### src/sv/lfb_pkg.sv
package lfb_pkg;

    localparam logic [31:0] CRC_POLY   = 32'hEDB8_8320;
    localparam logic [31:0] CRC_INIT   = 32'hFFFF_FFFF;
    localparam logic [7:0]  FRAME_HEAD = 8'h55;
    localparam logic [7:0]  FRAME_TAIL = 8'hAA;

    typedef struct packed {
        logic [7:0]  payload_byte;
        logic [15:0] frame_length;
        logic        first_byte;
        logic        last_byte;
        logic        empty_frame;
    } t_in_word;

    // one framer decision: which sections of the frame this input word produces
    typedef struct packed {
        logic        has_head;
        logic        has_data;
        logic        has_trail;
        logic [15:0] len;
        logic [7:0]  data;
        logic [31:0] crc;
    } t_job;

    typedef enum logic [9:0] {
        SLOT_HEAD   = 10'b00_0000_0001,
        SLOT_ID     = 10'b00_0000_0010,
        SLOT_LEN_LO = 10'b00_0000_0100,
        SLOT_LEN_HI = 10'b00_0000_1000,
        SLOT_DATA   = 10'b00_0001_0000,
        SLOT_CRC0   = 10'b00_0010_0000,
        SLOT_CRC1   = 10'b00_0100_0000,
        SLOT_CRC2   = 10'b00_1000_0000,
        SLOT_CRC3   = 10'b01_0000_0000,
        SLOT_TAIL   = 10'b10_0000_0000
    } t_slot;

    // reflected CRC-32, one byte, unrolled
    function automatic logic [31:0] crc_fold(input logic [31:0] crc, input logic [7:0] data);
        logic [31:0] c;
        c = crc ^ {24'h0, data};
        for (int b = 0; b < 8; b++) begin
            c = c[0] ? ((c >> 1) ^ CRC_POLY) : (c >> 1);
        end
        return c;
    endfunction

endpackage

### src/sv/lfb_if.sv
interface lfb_in_if;
    logic        valid;
    logic        ready;
    logic [7:0]  payload_byte;
    logic [15:0] frame_length;
    logic        first_byte;
    logic        last_byte;
    logic        empty_frame;

    modport source (
        output valid, payload_byte, frame_length, first_byte, last_byte, empty_frame,
        input  ready
    );
    modport sink (
        input  valid, payload_byte, frame_length, first_byte, last_byte, empty_frame,
        output ready
    );
endinterface

interface lfb_out_if;
    logic       valid;
    logic       ready;
    logic [7:0] out_byte;
    logic       end_of_frame;

    modport source (output valid, out_byte, end_of_frame, input ready);
    modport sink   (input valid, out_byte, end_of_frame, output ready);
endinterface

### src/sv/lfb_framer.sv
module lfb_framer (
    input  logic          i_clk,
    input  logic          i_rst_n,
    lfb_in_if.sink        i_in,
    output lfb_pkg::t_job o_job,
    output logic          o_job_valid,
    input  logic          i_job_take
);

    logic             r_in_valid;
    lfb_pkg::t_in_word r_in;
    logic [31:0]      r_crc;
    logic             r_inside;

    logic [31:0]      n_crc;
    logic             n_inside;
    logic [31:0]      w_base;
    logic [31:0]      w_fold;
    logic             w_stray;
    logic             w_consume;
    logic             w_accept;

    assign w_stray     = r_in_valid && !r_in.empty_frame && !r_in.first_byte && !r_inside;
    assign o_job_valid = r_in_valid && !w_stray;
    assign w_consume   = (o_job_valid && i_job_take) || w_stray;
    assign i_in.ready  = !r_in_valid || w_consume;
    assign w_accept    = i_in.valid && i_in.ready;

    assign w_base = r_in.first_byte ? lfb_pkg::CRC_INIT : r_crc;
    assign w_fold = lfb_pkg::crc_fold(w_base, r_in.payload_byte);

    always_comb begin
        if (r_in.empty_frame) begin
            o_job.has_head  = 1'b1;
            o_job.has_data  = 1'b0;
            o_job.has_trail = 1'b1;
            o_job.len       = 16'h0000;
            o_job.data      = r_in.payload_byte;
            o_job.crc       = 32'h0000_0000;
            n_crc           = lfb_pkg::CRC_INIT;
            n_inside        = 1'b0;
        end else begin
            o_job.has_head  = r_in.first_byte;
            o_job.has_data  = 1'b1;
            o_job.has_trail = r_in.last_byte;
            o_job.len       = r_in.frame_length;
            o_job.data      = r_in.payload_byte;
            o_job.crc       = ~w_fold;
            n_crc           = r_in.last_byte ? lfb_pkg::CRC_INIT : w_fold;
            n_inside        = !r_in.last_byte;
        end
    end

    always_ff @(posedge i_clk) begin
        if (!i_rst_n) begin
            r_in_valid <= 1'b0;
            r_crc      <= lfb_pkg::CRC_INIT;
            r_inside   <= 1'b0;
        end else begin
            if (w_accept) begin
                r_in_valid <= 1'b1;
            end else if (w_consume) begin
                r_in_valid <= 1'b0;
            end
            if (w_consume && !w_stray) begin
                r_crc    <= n_crc;
                r_inside <= n_inside;
            end
        end
    end

    always_ff @(posedge i_clk) begin
        if (w_accept) begin
            r_in.payload_byte <= i_in.payload_byte;
            r_in.frame_length <= i_in.frame_length;
            r_in.first_byte   <= i_in.first_byte;
            r_in.last_byte    <= i_in.last_byte;
            r_in.empty_frame  <= i_in.empty_frame;
        end
    end

    a_idle_crc: assert property (@(posedge i_clk) disable iff (!i_rst_n)
        !r_inside |-> r_crc == lfb_pkg::CRC_INIT)
        else $error("crc not at init outside a frame");

    a_stray_keeps_state: assert property (@(posedge i_clk) disable iff (!i_rst_n)
        w_stray |=> $stable(r_crc) && $stable(r_inside))
        else $error("stray word changed frame state");

endmodule

### src/sv/lfb_emitter.sv
module lfb_emitter (
    input  logic          i_clk,
    input  logic          i_rst_n,
    input  logic [7:0]    i_node_id,
    input  lfb_pkg::t_job i_job,
    input  logic          i_job_valid,
    output logic          o_job_take,
    lfb_out_if.source     o_out
);

    logic            r_valid;
    lfb_pkg::t_job   r_job;
    lfb_pkg::t_slot  r_slot;

    lfb_pkg::t_slot  w_next;
    lfb_pkg::t_slot  w_start;
    logic            w_last;
    logic            w_advance;

    assign w_advance  = r_valid && o_out.ready;
    assign o_job_take = i_job_valid && (!r_valid || (w_advance && w_last));
    assign w_start    = i_job.has_head ? lfb_pkg::SLOT_HEAD : lfb_pkg::SLOT_DATA;

    always_comb begin
        w_next = lfb_pkg::SLOT_TAIL;
        w_last = 1'b0;
        case (r_slot)
            lfb_pkg::SLOT_HEAD:   w_next = lfb_pkg::SLOT_ID;
            lfb_pkg::SLOT_ID:     w_next = lfb_pkg::SLOT_LEN_LO;
            lfb_pkg::SLOT_LEN_LO: w_next = lfb_pkg::SLOT_LEN_HI;
            lfb_pkg::SLOT_LEN_HI: w_next = r_job.has_data ? lfb_pkg::SLOT_DATA
                                                          : lfb_pkg::SLOT_CRC0;
            lfb_pkg::SLOT_DATA: begin
                w_next = lfb_pkg::SLOT_CRC0;
                w_last = !r_job.has_trail;
            end
            lfb_pkg::SLOT_CRC0:   w_next = lfb_pkg::SLOT_CRC1;
            lfb_pkg::SLOT_CRC1:   w_next = lfb_pkg::SLOT_CRC2;
            lfb_pkg::SLOT_CRC2:   w_next = lfb_pkg::SLOT_CRC3;
            lfb_pkg::SLOT_CRC3:   w_next = lfb_pkg::SLOT_TAIL;
            lfb_pkg::SLOT_TAIL:   w_last = 1'b1;
            default:              w_last = 1'b1;
        endcase
    end

    always_comb begin
        case (r_slot)
            lfb_pkg::SLOT_HEAD:   o_out.out_byte = lfb_pkg::FRAME_HEAD;
            lfb_pkg::SLOT_ID:     o_out.out_byte = i_node_id;
            lfb_pkg::SLOT_LEN_LO: o_out.out_byte = r_job.len[7:0];
            lfb_pkg::SLOT_LEN_HI: o_out.out_byte = r_job.len[15:8];
            lfb_pkg::SLOT_DATA:   o_out.out_byte = r_job.data;
            lfb_pkg::SLOT_CRC0:   o_out.out_byte = r_job.crc[7:0];
            lfb_pkg::SLOT_CRC1:   o_out.out_byte = r_job.crc[15:8];
            lfb_pkg::SLOT_CRC2:   o_out.out_byte = r_job.crc[23:16];
            lfb_pkg::SLOT_CRC3:   o_out.out_byte = r_job.crc[31:24];
            lfb_pkg::SLOT_TAIL:   o_out.out_byte = lfb_pkg::FRAME_TAIL;
            default:              o_out.out_byte = lfb_pkg::FRAME_TAIL;
        endcase
    end

    assign o_out.valid        = r_valid;
    assign o_out.end_of_frame = (r_slot == lfb_pkg::SLOT_TAIL);

    always_ff @(posedge i_clk) begin
        if (!i_rst_n) begin
            r_valid <= 1'b0;
            r_slot  <= lfb_pkg::SLOT_HEAD;
        end else begin
            if (o_job_take) begin
                r_valid <= 1'b1;
                r_slot  <= w_start;
            end else if (w_advance) begin
                if (w_last) begin
                    r_valid <= 1'b0;
                end else begin
                    r_slot <= w_next;
                end
            end
        end
    end

    always_ff @(posedge i_clk) begin
        if (o_job_take) begin
            r_job <= i_job;
        end
    end

    a_slot_onehot: assert property (@(posedge i_clk) disable iff (!i_rst_n)
        $onehot(r_slot))
        else $error("slot pointer not one-hot");

    a_drain_empty: assert property (@(posedge i_clk) disable iff (!i_rst_n)
        w_advance && w_last && !i_job_valid |=> !r_valid)
        else $error("emitter kept a finished word sequence");

endmodule

### src/sv/link_frame_builder_crc32.sv
// Length-prefixed framer with reflected CRC-32.
// i_in (valid/ready) carries payload words with first/last/empty flags and the
// frame length; o_out (valid/ready) carries the framed byte stream, with
// end_of_frame high on the tail byte. i_cfg_we/i_cfg_wdata load the node id;
// the user writes it only while the block is idle; the block does not enforce it.
// A frame start emits header 0x55, node id and length (low byte first) ahead of
// the payload byte; a last word adds the inverted CRC (low byte first) and 0xAA.
// An empty frame emits header, node id, zero length, a zero CRC and 0xAA.
// An accepted word passes the input register, then the output sequencer register.
// Throughput: one output word per cycle while o_out is ready; an input word makes
// 1 output word mid-frame, 5 as first, 6 as last, 10 as a single-word frame and
// 9 as an empty frame. Stray words outside a frame are dropped without output.
// The input register takes the next word while the sequencer still drains the
// current one; a stall on o_out backs up into i_in.ready after that one word.
// Reset (i_rst_n low, synchronous) empties both registers, sets the CRC to all
// ones, closes any open frame and clears the node id to zero.
module link_frame_builder_crc32 (
    input  logic       i_clk,
    input  logic       i_rst_n,
    input  logic       i_cfg_we,
    input  logic [7:0] i_cfg_wdata,
    lfb_in_if.sink     i_in,
    lfb_out_if.source  o_out
);

    logic [7:0]    r_node_id;
    lfb_pkg::t_job w_job;
    logic          w_job_valid;
    logic          w_job_take;

    always_ff @(posedge i_clk) begin
        if (!i_rst_n) begin
            r_node_id <= 8'h00;
        end else if (i_cfg_we) begin
            r_node_id <= i_cfg_wdata;
        end
    end

    lfb_framer u_framer (
        .i_clk       (i_clk),
        .i_rst_n     (i_rst_n),
        .i_in        (i_in),
        .o_job       (w_job),
        .o_job_valid (w_job_valid),
        .i_job_take  (w_job_take)
    );

    lfb_emitter u_emitter (
        .i_clk       (i_clk),
        .i_rst_n     (i_rst_n),
        .i_node_id   (r_node_id),
        .i_job       (w_job),
        .i_job_valid (w_job_valid),
        .o_job_take  (w_job_take),
        .o_out       (o_out)
    );

endmodule

### src/flat_wrapper.sv
// flat-port wrapper written by rule: the top's interface ports become plain ports
module link_frame_builder_crc32_flat 
  (i_clk, i_rst_n, i_cfg_we, i_cfg_wdata, i_in_valid, i_in_payload_byte, i_in_frame_length, i_in_first_byte, i_in_last_byte, i_in_empty_frame, i_in_ready, o_out_valid, o_out_out_byte, o_out_end_of_frame, o_out_ready);
  lfb_in_if i_in_i ();
  lfb_out_if o_out_i ();
  input  logic i_clk;
  input  logic i_rst_n;
  input  logic i_cfg_we;
  input  logic [7:0] i_cfg_wdata;
  input wire logic [$bits(i_in_i.valid)-1:0] i_in_valid;
  input wire logic [$bits(i_in_i.payload_byte)-1:0] i_in_payload_byte;
  input wire logic [$bits(i_in_i.frame_length)-1:0] i_in_frame_length;
  input wire logic [$bits(i_in_i.first_byte)-1:0] i_in_first_byte;
  input wire logic [$bits(i_in_i.last_byte)-1:0] i_in_last_byte;
  input wire logic [$bits(i_in_i.empty_frame)-1:0] i_in_empty_frame;
  output wire logic [$bits(i_in_i.ready)-1:0] i_in_ready;
  output wire logic [$bits(o_out_i.valid)-1:0] o_out_valid;
  output wire logic [$bits(o_out_i.out_byte)-1:0] o_out_out_byte;
  output wire logic [$bits(o_out_i.end_of_frame)-1:0] o_out_end_of_frame;
  input wire logic [$bits(o_out_i.ready)-1:0] o_out_ready;
  assign i_in_i.valid = i_in_valid;
  assign i_in_i.payload_byte = i_in_payload_byte;
  assign i_in_i.frame_length = i_in_frame_length;
  assign i_in_i.first_byte = i_in_first_byte;
  assign i_in_i.last_byte = i_in_last_byte;
  assign i_in_i.empty_frame = i_in_empty_frame;
  assign i_in_ready = i_in_i.ready;
  assign o_out_valid = o_out_i.valid;
  assign o_out_out_byte = o_out_i.out_byte;
  assign o_out_end_of_frame = o_out_i.end_of_frame;
  assign o_out_i.ready = o_out_ready;
  link_frame_builder_crc32 u_core (.i_clk(i_clk), .i_rst_n(i_rst_n), .i_cfg_we(i_cfg_we), .i_cfg_wdata(i_cfg_wdata), .i_in(i_in_i), .o_out(o_out_i));
endmodule
### config.mk
export PLATFORM = sky130hd
export DESIGN_NAME = link_frame_builder_crc32_flat
export DESIGN_NICKNAME = d
export VERILOG_FILES = /design/src/sv/lfb_pkg.sv /design/src/sv/lfb_if.sv /design/src/sv/lfb_framer.sv /design/src/sv/lfb_emitter.sv /design/src/sv/link_frame_builder_crc32.sv /design/src/flat_wrapper.sv
export SDC_FILE = /design/constraint.sdc
export NUM_CORES = 1
export LEC_CHECK = 0
export ABC_AREA = 1
export BUFFER_PORTS_ARGS = -buffer_cell sky130_fd_sc_hd__buf_2
export CORE_UTILIZATION = 45
export CTS_CLUSTER_DIAMETER = 30
export DETAILED_ROUTE_END_ITERATION = 16
export GPL_TIMING_DRIVEN = 0
export PLACE_DENSITY = 0.63
export SETUP_SLACK_MARGIN = 0.5
export SLEW_MARGIN = 20
export SYNTH_ARGS = -nofsm -noshare
export SYNTH_HDL_FRONTEND = slang
export SYNTH_SLANG_ARGS = --single-unit
### constraint.sdc
create_clock -name i_clk -period 5.52 [get_ports i_clk]
set_input_delay 1.104 -clock i_clk [delete_from_list [all_inputs] [get_ports i_clk]]
set_output_delay 1.104 -clock i_clk [all_outputs]
set_load 0.1 [all_outputs]
### After elaboration in Yosys (flattened, before gate mapping)

Index checks and enable logic that the tools add are counted.

* reductions and logical operators: 27
* mux-type cells: 26
* eq/ne operators: 11
* bitwise operators: 10

Operator list (number)
* 32-bit two-way mux: 11
* 13-bit inverter with 14-bit output: 8
* 10-bit case mux with 8 select lines: 1
* 8-bit case mux with 9 select lines: 1
* 59-bit two-way mux: 1
* 32-bit inverter: 1
* 32-bit by 8-bit bitwise XOR with 32-bit output: 1
* 10-bit two-way mux: 3
* 10-bit by 1-bit equality test with 1-bit output, second input constant: 1
* 10-bit equality test, second input constant: 1
* 10-bit by 2-bit equality test with 1-bit output, second input constant: 1
* 10-bit by 3-bit equality test with 1-bit output, second input constant: 1
* 10-bit by 4-bit equality test with 1-bit output, second input constant: 1
* 10-bit by 5-bit equality test with 1-bit output, second input constant: 1
* 10-bit by 6-bit equality test with 1-bit output, second input constant: 1
* 10-bit by 7-bit equality test with 1-bit output, second input constant: 1
* 10-bit by 8-bit equality test with 1-bit output, second input constant: 1
* 10-bit by 9-bit equality test with 1-bit output, second input constant: 1
* 1-bit logical AND: 10
* 1-bit logical NOT: 8
* 8-bit OR reduction: 1
* 1-bit two-way mux: 6
* 6-bit two-way mux: 1
* 2-bit nonzero test: 3
* 5 further kinds: 8

* word-level logic and storage cells: 90
* output and inout port bits: 11
* bits in registers: 138

### Longest topological paths before layout

Gate-level depths: netlist (run 1).

* word-level depth: 22
* depth in mapped cells: 16

### Hierarchy

Synthesis (run 1) repeated with hierarchy kept, for this count alone.

* cells, all modules: 802
* area total of the unflattened synthesis: 6924.1 µm²

Modules (own cells, without submodules)
* lfb_framer: cells an instance 519, area each 3646.0 µm², seq. area each 1491.4 µm², instances 1
* lfb_emitter: cells an instance 232, area each 2921.6 µm², seq. area each 1961.9 µm², instances 1
* link_frame_builder_crc32: cells an instance 51, area each 356.6 µm², seq. area each 160.2 µm², instances 1

### Worst setup path before layout (run 1)

OpenSTA, ideal clock, no wires.

* kind: register -> output
* start: register u_core.u_emitter.r_slot[6]
* end: output port o_out_end_of_frame
* slack: 1646 ps
* stages on the path, launching flop included: 6
* buffers on the path: 0
* arrival time: 2770 ps
* cell sequence: dfxtp_1 inv_2 nand2_2 nor2_4 inv_1 nor3_1

* longest elaborated chain between the ends: 1

Ends and longest elaborated chain
* from (decl): RTL line lfb_emitter.sv:13 `lfb_pkg::t_slot r_slot;`
* from (signal assigned): RTL line lfb_emitter.sv:68 `r_slot <= lfb_pkg::SLOT_HEAD;`
* from (signal assigned): RTL line lfb_emitter.sv:72 `r_slot <= w_start;`
* from (signal assigned): RTL line lfb_emitter.sv:77 `r_slot <= w_next;`
* 10-bit equality test: RTL line lfb_emitter.sv:63 `assign o_out.end_of_frame = (r_slot == lfb_pkg::SLOT_TAIL);`
* to (decl): RTL line flat_wrapper.sv:19 `output wire logic [$bits(o_out_i.end_of_frame)-1:0] o_out_end_of_frame;`

Every way passes these cells.

### Worst setup path after layout (run 1)

* start: register u_core.u_emitter.r_slot[9]
* end: output port o_out_out_byte[7]

* longest elaborated chain between the ends: 2

Ends and longest elaborated chain
* 10-bit by 9-bit equality test with 1-bit output (tied with other cells): RTL line lfb_emitter.sv:47 `case (r_slot)`
* 8-bit case mux with 9 select lines *: RTL line lfb_emitter.sv:47
* to (decl): RTL line flat_wrapper.sv:18 `output wire logic [$bits(o_out_i.out_byte)-1:0] o_out_out_byte;`

Mark *: on every way between the ends. The rest lies on a longest branch, timed or not.

==> flow_summary.json, run 1 <==
{
  "outcome": "finished, final reports clean",
  "chipWidth_um": 127,
  "ys_top_cells_by_area": "edfxtp_1, dfxtp_1, nand2_1",
  "postCtsSetupBuffers": 0,
  "fmax_mhz": 255,
  "dr.pass1.iters": 7,
  "cts_tree": "yes",
  "synthFlopType": "edfxtp_1",
  "synthTopCellsByCount": "nand2_1, nor2_1, edfxtp_1, inv_1, dfxtp_1",
  "synth_seq_cells": 138,
  "syn2layout_area_growth_pct": 16.2,
  "dr_wl_met2_mm": 8.65,
  "p_int_w": 0.00213,
  "cts-root-buf": "clkbuf_16",
  "final_util_pct": 53.9,
  "viasPerCell": 5.22,
  "crit_type": "flop to output port",
  "cp_data_arrival_time_ns": 2.82,
  "grt_pass1_vias": 5198,
  "pwr-share-seq_pct": 38.5,
  "clkPwrFrac_pct": 37.2,
  "async_flop_share_pct": 0,
  "drt_iter0_markers": 704,
  "grt_pass1_wl_mm": 28.9,
  "initial_core_util_pct": 46.4,
  "holdWs_ns": 0.468,
  "antenna_cells": 0,
  "ant_nets": 0,
  "hpwlAfterDp_mm": 13.6,
  "gr-usage-all-layers_pct": 24.5,
  "die_area_mm2": 0.0162,
  "drive_above_1_share_pct": 16.3,
  "syn-cell-area_mm2": 0.00708,
  "setup_tns_ns": 0,
  "gp_congestion": 0.939,
  "syn_nets": 853,
  "grt_max_degree": 60,
  "ys_seq_area_share_pct": 51.0,
  "fin_skew_ns": 0.0129,
  "dr.max_layer_used": "met4",
  "vias": 5772,
  "worst_setup_path_end_kind": "output port",
  "regArea_mm2": 0.00361,
  "finalSetupViolCount": 0,
  "cts_sinks": 138,
  "min_path_type": "flop to flop",
  "worst_ep_required_time_ns": 4.42,
  "combPwrFrac_pct": 24.3,
  "report.final.slew_viol_count": 0,
  "fin_crit_ns": 3.93,
  "slew_headroom_pct": 55.6,
  "clock_latency_ns": 0.43,
  "synth_top_area_share_pct": 36.0,
  "wl_met1_mm": 8.63,
  "syn_area_per_cell_um2": 8.71,
  "row_count": 45,
  "fp.dieH_um": 127,
  "irDropWorstVdd_v": 0.000221,
  "yosysMostFrequentCell": "nand2_1",
  "rsz0062_at_grt": "no",
  "numCtsBuffers": 17,
  "p_sw_w": 0.00105,
  "finalCritPeriodShare_pct": 71.1,
  "cts_hold_buf": 0,
  "wirelength_mm": 18.9,
  "multiInputGateArea_mm2": 0.00296,
  "clk_pin_slew_ns": 0.06,
  "fin_nets": 922,
  "tightest_slew_ns": 0.667,
  "cap_violations": 0,
  "startpoint_type": "flop",
  "htree_levels": 4,
  "nFillCells": 1438,
  "powerDensity_mw_per_mm2": 386,
  "wire_per_inst_um": 17.1,
  "ios": 51,
  "synth_edf_count": 85,
  "synth.largest_area_cell": "edfxtp_1",
  "drc_errors": 0,
  "cts_resized": 0,
  "clockBufferDepth": 2,
  "antenna_found_initial": 0,
  "gr-total-overflow": 0,
  "yosysWarnings": 0,
  "route.met3.wl_mm": 1.12,
  "p_leak_nw": 3.55,
  "fp.coreArea_mm2": 0.0153,
  "hold_viol": 0,
  "syn_inst": 813,
  "path_max_fanout": 10,
  "synth.distinct_cells": 41,
  "switching_share_pct": 33.1,
  "portBuffers": 49
}
==> power by group through the flow <==
stage	Combinational [W]	Sequential (W)	Clock, W
after floorplan	0.000574	0.00124	0
after global placement	0.000752	0.00124	0
after detailed placement	0.000759	0.00124	0
after CTS	0.000764	0.00122	0.00120
after global routing	0.000830	0.00123	0.00123
final	0.000772	0.00122	0.00118
==> flip-flops by register name, indices dropped and copies added, names as in the netlist <==
register	cells
u_core.u_framer.r_inside	1
u_core.u_emitter.r_job	58
u_core.u_emitter.o_out.valid	1
u_core.u_framer.r_in_valid	1
u_core.u_framer.r_crc	32
u_core.u_emitter.r_slot	10
u_core.r_node_id	8
u_core.u_framer.r_in	27
==> cells by family after synthesis <==
group	Yosys count	share of synthesized area, %
flip-flops	138	51.0
AO/OA/AOI/OAI	96	8.85
AND/OR/NAND/NOR	412	26.2
buffers and inverters	121	7.12
XOR/XNOR	46	6.75
==> cells in the final DEF (no fill, tap or decap), types with 5 or more instances in the layout <==
cell type / count
xor2_1: 25
clkbuf_16: 17
clkbuf_1: 15
dfxtp_1: 53
inv_2: 11
o211ai_1: 19
o21ai_1: 7
nand4_1: 15
edfxtp_1: 85
inv_1: 72
nand2_2: 14
clkinv_1: 11
nor2_4: 5
nor3_1: 20
o21ai_0: 19
xnor2_1: 14
buf_2: 58
nand2_1: 179
a21oi_1: 24
nand2_4: 5
nand3_1: 52
nor2_1: 108
a22o_1: 16
==> through the flow <==
step | worst slack [ns] | area, um2 | total power (W) | std cells
3_5_place_dp | 2.03 | 7620 | 0.00200 | 1074
3_3_place_gp | 2.07 | 7590 | 0.00200 | 1073
4_1_cts | 1.58 | 8230 | 0.00318 | 1106
2_1_floorplan | 1.65 | 7080 | 0.00181 | 813
5_1_grt | 1.28 | 8230 | 0.00329 | 1106
6_report | 1.59 | 8230 | 0.00318 | 1106
==> worst max-delay path, stage by stage, from the launching register on <==
cell,delay (ns)
dfxtp_1,0.34
nor2_2,0.33
inv_1,0.16
nor2_1,0.15
nand4_1,0.44
o21ai_0,0.38
nor4_1,0.09
nand2_1,0.08
buf_2,0.42
==> final timing paths <==
kind                               from                        end  slack (ns)  cells past startpoint
max          u_core.u_emitter.r_slot[9]          o_out_out_byte[7]        1.59                      8
min reg2reg    u_core.u_framer.r_inside   u_core.u_framer.r_inside        0.47                      2
min            u_core.u_framer.r_inside   u_core.u_framer.r_inside        0.47                      2
max reg2reg  u_core.u_emitter.r_slot[5]  u_core.u_emitter.r_job[8]        3.05                     12
==> metal layers <==
| metal | vias up | track usage [%] |
|---|---|---|
| met3 | 34 | 4.31 |
| met4 | 0 | 11.7 |
| met1 | 2686 | 33.2 |
| met5 | - | 0 |
| li1 | 2843 | - |
| met2 | 209 | 38.1 |
==> area by class of cell <==
class	instances	share of cell area, %
clock buffers	19	5.26
plain buffers	29	1.93
clock inverters	13	2.11
flip-flops and latches	138	43.9
multi-input cells	554	36.0
repair buffers	50	3.32
well taps	211	3.21
inverters	92	4.23
Note: power is estimated with default switching activity, not from simulation.
==> run 2: changes to the inputs <==
- ABC_AREA: 1 -> 0
- clock period: 5.52 -> 3.8 ns (I/O delays scaled with it)
==> flow_summary.json, run 2 <==
{
  "syn2layout_area_growth_pct": 22.4,
  "setup_tns_ns": 0,
  "ios": 51,
  "layout_commonest_cell": "nor2_1",
  "p_total_w": 0.00471,
  "outcome": "finished, final reports clean",
  "max_stage_delay_ns": 0.52,
  "fmax_mhz": 290,
  "antenna_cells": 0,
  "async_flop_share_pct": 0,
  "crit_chain": "or4_4 -> buf_6 -> or2_1 -> buf_6 -> or3_4 -> a31oi_4 -> o211ai_4 -> buf_12",
  "regMostFlops": "u_core.u_emitter.r_job",
  "report.final.slew_viol_count": 0,
  "chipWidth_um": 128,
  "multiInputGateArea_mm2": 0.00349,
  "p_leak_nw": 3.17,
  "rsz0062_at_grt": "yes",
  "hpwlAfterDp_mm": 14.7,
  "nFillCells": 1342,
  "yosysWarnings": 0,
  "drive_above_1_share_pct": 20.9,
  "worst_ep_required_time_ns": 3.04,
  "ant_nets": 0,
  "row_count": 45,
  "dr.pass1.iters": 5,
  "fin_crit_ns": 3.45,
  "design_area_mm2": 0.00876,
  "worst_setup_path_end_kind": "output port",
  "crit_type": "flop to output port",
  "htree_levels": 4,
  "slew_headroom_pct": 53.6,
  "layout_common_cells": "nor2_1, edfxtp_1, dfxtp_1",
  "cts_sinks": 138,
  "clk_pin_slew_ns": 0.07,
  "fp.dieH_um": 128,
  "syn-cell-area_mm2": 0.00716,
  "synth.distinct_cells": 63,
  "clock_latency_ns": 0.43,
  "grt_pass1_vias": 5637,
  "fin_nets": 807,
  "cap_violations": 0,
  "synth.largest_area_cell": "edfxtp_1",
  "holdWs_ns": 0.444,
  "dpl-instance-area_mm2": 0.00773,
  "hold_viol": 0,
  "powerDensity_mw_per_mm2": 537,
  "gp_congestion": 0.889,
  "fin_skew_ns": 0.0131,
  "wirelength_mm": 20.7,
  "drt_iter0_markers": 648,
  "largest_reg_flops": 58,
  "finalCritPeriodShare_pct": 90.7,
  "portBuffers": 49,
  "syn_inst": 681,
  "wire_per_inst_um": 20.9,
  "synthFlopType": "edfxtp_1",
  "drc_errors": 0,
  "die_area_mm2": 0.0164,
  "critPathSlowestCell": "or4_4",
  "startpoint_type": "flop",
  "initial_core_util_pct": 46.6,
  "syn_area_per_cell_um2": 10.5,
  "vias": 5768,
  "syn_nets": 721,
  "regArea_mm2": 0.00362,
  "ys_seq_area_share_pct": 50.5,
  "cts_hold_buf": 0,
  "yosysMostFrequentCell": "nor2_1",
  "irDropWorstVdd_v": 0.000372,
  "top_regs": "u_core.u_emitter.r_job x58, u_core.u_framer.r_crc x32, u_core.u_framer.r_in x27",
  "grt_pass1_wl_mm": 31.9,
  "cp_data_arrival_time_ns": 2.69,
  "gr-total-overflow": 0,
  "gr-usage-all-layers_pct": 26.7,
  "synth_top_area_share_pct": 35.7,
  "crit_top_cell": "buf_6",
  "synth_edf_count": 85,
  "tightest_slew_ns": 0.694,
  "antenna_found_initial": 1,
  "grt_max_degree": 68,
  "min_path_type": "flop to flop",
  "ys_top_cells_by_area": "edfxtp_1, dfxtp_1, xnor2_1",
  "cts-root-buf": "clkbuf_16",
  "numCtsBuffers": 17,
  "path_max_fanout": 6,
  "viasPerCell": 5.82,
  "synth_seq_cells": 138,
  "fp.coreArea_mm2": 0.0154,
  "cts_tree": "yes",
  "clockBufferDepth": 2,
  "final_util_pct": 57.0,
  "synthTopCellsByCount": "nor2_1, edfxtp_1, dfxtp_1, xnor2_1, nor3_1",
  "finalSetupViolCount": 0
}
-- run 2: cell count changes in the layout (fill, tap and decap cells not counted), moves of 21 or more --
cell	change
nand3_1	-43
nor2b_1	+23
inv_1	-66
o21ai_1	+21
nand2_1	-154
xnor2_1	+33
nor3_1	+23
-- run 2: repair_timing --
item	CTS	global route
setup endpoints to repair	11	76
gates resized for setup	56	23
setup buffers	15	3
pin swaps	11	7
-- run 2: cells by family after synthesis --
family                    Yosys count  share of synthesized area (%)
buffers and inverters              58                           3.48
and+or+nand+nor                   256                           18.0
xor gates and xnor gates           86                           13.8
DFF                               138                           50.5
AOI/OAI and AO/OA                 135                           13.1
muxes                               8                           1.12
-- run 2: worst max-delay path: cells and delay by family (launching register included) --
family          cells  cell delay [ns]
compound gates      2             0.36
buf+inv             3             0.47
flops               1             0.32
simple gates        3             1.09
-- run 2: area by class of cell --
cell class | instances | area share [%]
plain buffers | 50 | 2.71
clock buffers | 18 | 4.90
clock inverters | 14 | 1.83
inverters | 8 | 0.343
multi-input cells | 485 | 39.8
flip-flops and latches | 138 | 41.3
well taps | 211 | 3.01
repair buffers | 67 | 6.10
-- run 2: path summary, 6_finish.rpt --
kind                                                  from                          to  slack, ns  cells past startpoint
worst max register to register     u_core.u_framer.r_in[2]   u_core.u_framer.r_crc[20]       0.74                      7
worst max-delay path            u_core.u_emitter.r_slot[9]                  i_in_ready       0.35                      8
worst min-delay path              u_core.u_framer.r_in[22]  u_core.u_emitter.r_job[35]       0.44                      0
worst min register to register    u_core.u_framer.r_in[22]  u_core.u_emitter.r_job[35]       0.44                      0
-- run 2: per-stage QoR --
step,std cells,worst slack (ns)
2_1_floorplan,681,0.343
3_3_place_gp,941,0.193
3_5_place_dp,941,0.237
4_1_cts,988,0.331
5_1_grt,991,0.304
6_report,991,0.353
-- run 2: report_power, final --
part	internal (W)	switching (W)
Sequential	0.00171	0.0000562
Combinational	0.000458	0.000798
Clock	0.000984	0.000697
Total	0.00316	0.00155
-- run 2: metal layers --
| metal | GRT usage [%] | vias to the layer above | wire (um) |
|---|---|---|---|
| li1 | - | 2667 | - |
| met2 | 42.3 | 249 | 9700 |
| met1 | 36.5 | 2817 | 9130 |
| met3 | 5.26 | 35 | 1330 |
| met4 | 9.55 | 0 | 528 |
| met5 | 0 | - | 0 |
==> run 3: changes to the inputs <==
- CORE_ASPECT_RATIO: default -> 0.5
- SYNTH_HIERARCHICAL: default -> 1
==> flow_summary.json, run 3 <==
{
  "clock_latency_ns": 0.42,
  "synthFlopType": "edfxtp_1",
  "cts-root-buf": "clkbuf_16",
  "cp_data_arrival_time_ns": 2.56,
  "fin_skew_ns": 0.00971,
  "clockBufferDepth": 2,
  "vias": 5113,
  "regMostFlops": "u_core/u_emitter/r_job",
  "async_flop_share_pct": 0,
  "violations": "DRC",
  "viasPerCell": 5.55,
  "crit_type": "flop to output port",
  "clk_pin_slew_ns": 0.07,
  "gr-usage-all-layers_pct": 23.6,
  "path_max_fanout": 10,
  "wirelength_mm": 18.5,
  "syn2layout_area_growth_pct": 18.7,
  "fp.coreArea_mm2": 0.0154,
  "drt_iter0_markers": 602,
  "syn_inst": 627,
  "multiInputGateArea_mm2": 0.00321,
  "syn_area_per_cell_um2": 11.3,
  "cts_sinks": 138,
  "route.met3.wl_mm": 1.45,
  "row_count": 32,
  "startpoint_type": "flop",
  "fp.dieH_um": 90.9,
  "dr.pass1.iters": 11,
  "fin_nets": 744,
  "htree_levels": 4,
  "p_total_w": 0.00429,
  "drc_errors": 3,
  "critPathSlowestCell": "nor4_4",
  "holdWs_ns": 0.469,
  "nFillCells": 1330,
  "largest_reg_flops": 58,
  "antenna_cells": 0,
  "worst_setup_path_end_kind": "output port",
  "syn-cell-area_mm2": 0.00711,
  "cts_hold_buf": 0,
  "gp_congestion": 0.853,
  "final_util_pct": 54.7,
  "grt_pass1_vias": 4918,
  "layout_common_cells": "edfxtp_1, nor2_1, nand2_1",
  "finalCritPeriodShare_pct": 87.3,
  "ys_top_cells_by_area": "edfxtp_1, dfxtp_1, xnor2_1",
  "dr_wl_met2_mm": 8.01,
  "layout_commonest_cell": "edfxtp_1",
  "fmax_mhz": 301,
  "synth.largest_area_cell": "edfxtp_1",
  "portBuffers": 49,
  "worst_ep_required_time_ns": 3.04,
  "cts_tree": "yes",
  "die_area_mm2": 0.0163,
  "report.final.slew_viol_count": 0,
  "hpwlAfterDp_mm": 13.1,
  "fin_crit_ns": 3.32,
  "cap_violations": 0,
  "syn_nets": 667,
  "initial_core_util_pct": 46.1,
  "synth_top_area_share_pct": 35.9,
  "drive_above_1_share_pct": 25.2,
  "numCtsBuffers": 17,
  "ant_nets": 0,
  "synth.distinct_cells": 63,
  "ys_seq_area_share_pct": 50.8,
  "synthTopCellsByCount": "edfxtp_1, nor2_1, dfxtp_1, nand2_1, xnor2_1",
  "synth_seq_cells": 138,
  "slew_headroom_pct": 36.5,
  "chipWidth_um": 180,
  "synth_edf_count": 85,
  "tightest_slew_ns": 0.950,
  "gr-total-overflow": 0,
  "max_stage_delay_ns": 0.36,
  "ios": 51,
  "p_leak_nw": 3.12,
  "wire_per_inst_um": 20.1,
  "rsz0062_at_grt": "yes",
  "yosysWarnings": 6,
  "grt_pass1_wl_mm": 28.4,
  "yosysMostFrequentCell": "edfxtp_1",
  "antenna_found_initial": 0,
  "grt_max_degree": 29,
  "crit_chain": "buf_4 -> nor4_4 -> and4b_2 -> buf_6 -> nor3_4 -> a21oi_4 -> nor2_4 -> nor2b_4 -> clkinvlp_4 -> buf_4",
  "regArea_mm2": 0.00362,
  "hold_viol": 0,
  "wl_met1_mm": 8.84,
  "irDropWorstVdd_v": 0.000385,
  "crit_top_cell": "buf_4",
  "dr.max_layer_used": "met4",
  "top_regs": "u_core/u_emitter/r_job x58, u_core/u_framer/r_crc x32, u_core/u_framer/r_in x27",
  "outcome": "complete, but fails checks",
  "finalSetupViolCount": 0,
  "min_path_type": "flop to flop",
  "powerDensity_mw_per_mm2": 509
}
run 3: cell count changes after synthesis, sizes merged, moves of 9 or more:
cell     delta
o2111ai     -9
o21ai      -39
buf        +15
clkbuf     -13
nor3       -31
nor2       -38
o22ai      +29
nand2      +27
run 3: kinds of logic after synthesis:
| family | Yosys count | synth area share (%) |
|---|---|---|
| AO/OA/AOI/OAI | 107 | 11.6 |
| XOR/XNOR | 89 | 14.9 |
| buffers and inverters | 59 | 4.98 |
| flip-flops | 138 | 50.8 |
| multiplexers | 16 | 2.25 |
| AND/OR/NAND/NOR | 218 | 15.5 |
run 3: area by class of cell:
cell class	count	area share, %
Clock buffer	19	5.37
Multi-Input combinational cell	430	38.0
Sequential cell	138	42.9
Inverter	7	0.371
Clock inverter	13	1.56
Timing Repair Buffer	58	4.49
Tap cell	204	3.02
Buffer	52	4.26
run 3: repair_timing:
action | CTS | global route
setup endpoints to repair | 36 | 10
resized for setup | 17 | 13
endpoints found under the hold margin | 0 | 0
pin swaps | 3 | 1
buffers inserted | 6 | 1
run 3: path summary, 6_finish.rpt:
kind	slack, ns	startpoint	depth (start not counted)	end
worst max-delay path	0.48	u_core/u_emitter/r_slot[4]	10	i_in_ready
worst max register to register	0.74	u_core/u_emitter/r_slot[9]	13	u_core/u_framer/r_crc[3]
worst min-delay path	0.47	u_core/u_framer/r_inside	2	u_core/u_framer/r_inside
worst min register to register	0.47	u_core/u_framer/r_inside	2	u_core/u_framer/r_inside
run 3: critical path, delay by kind of cell (launching register included):
family	cells	cell delay [ns]
AO/OA/AOI/OAI	1	0.21
buffers and inverters	4	0.66
flip-flops	1	0.30
AND/OR/NAND/NOR	5	0.96
run 3: where the power goes:
part / switching, W / internal (W) / leakage [nW]
Sequential: 0.0000413 / 0.00170 / 1.24
Combinational: 0.000588 / 0.000316 / 1.61
Clock: 0.000699 / 0.000952 / 0.278
Total: 0.00133 / 0.00297 / 3.12
run 3: metrics by stage:
stage | setup TNS (ns) | setup WS [ns] | instance area (um2) | cells
5_1_grt | 0 | 0.372 | 8440 | 921
6_report | 0 | 0.482 | 8440 | 921
3_5_place_dp | 0 | 0.371 | 7720 | 882
2_1_floorplan | 0 | 0.263 | 7170 | 627
3_3_place_gp | -20.44 | -0.512 | 7670 | 880
4_1_cts | 0 | 0.409 | 8400 | 920
run 3: metal layers:
layer	vias to the layer above	track usage, %
met5	-	0
met2	188	35.1
li1	2406	-
met4	0	6.82
met1	2505	34.6
met3	14	4.64
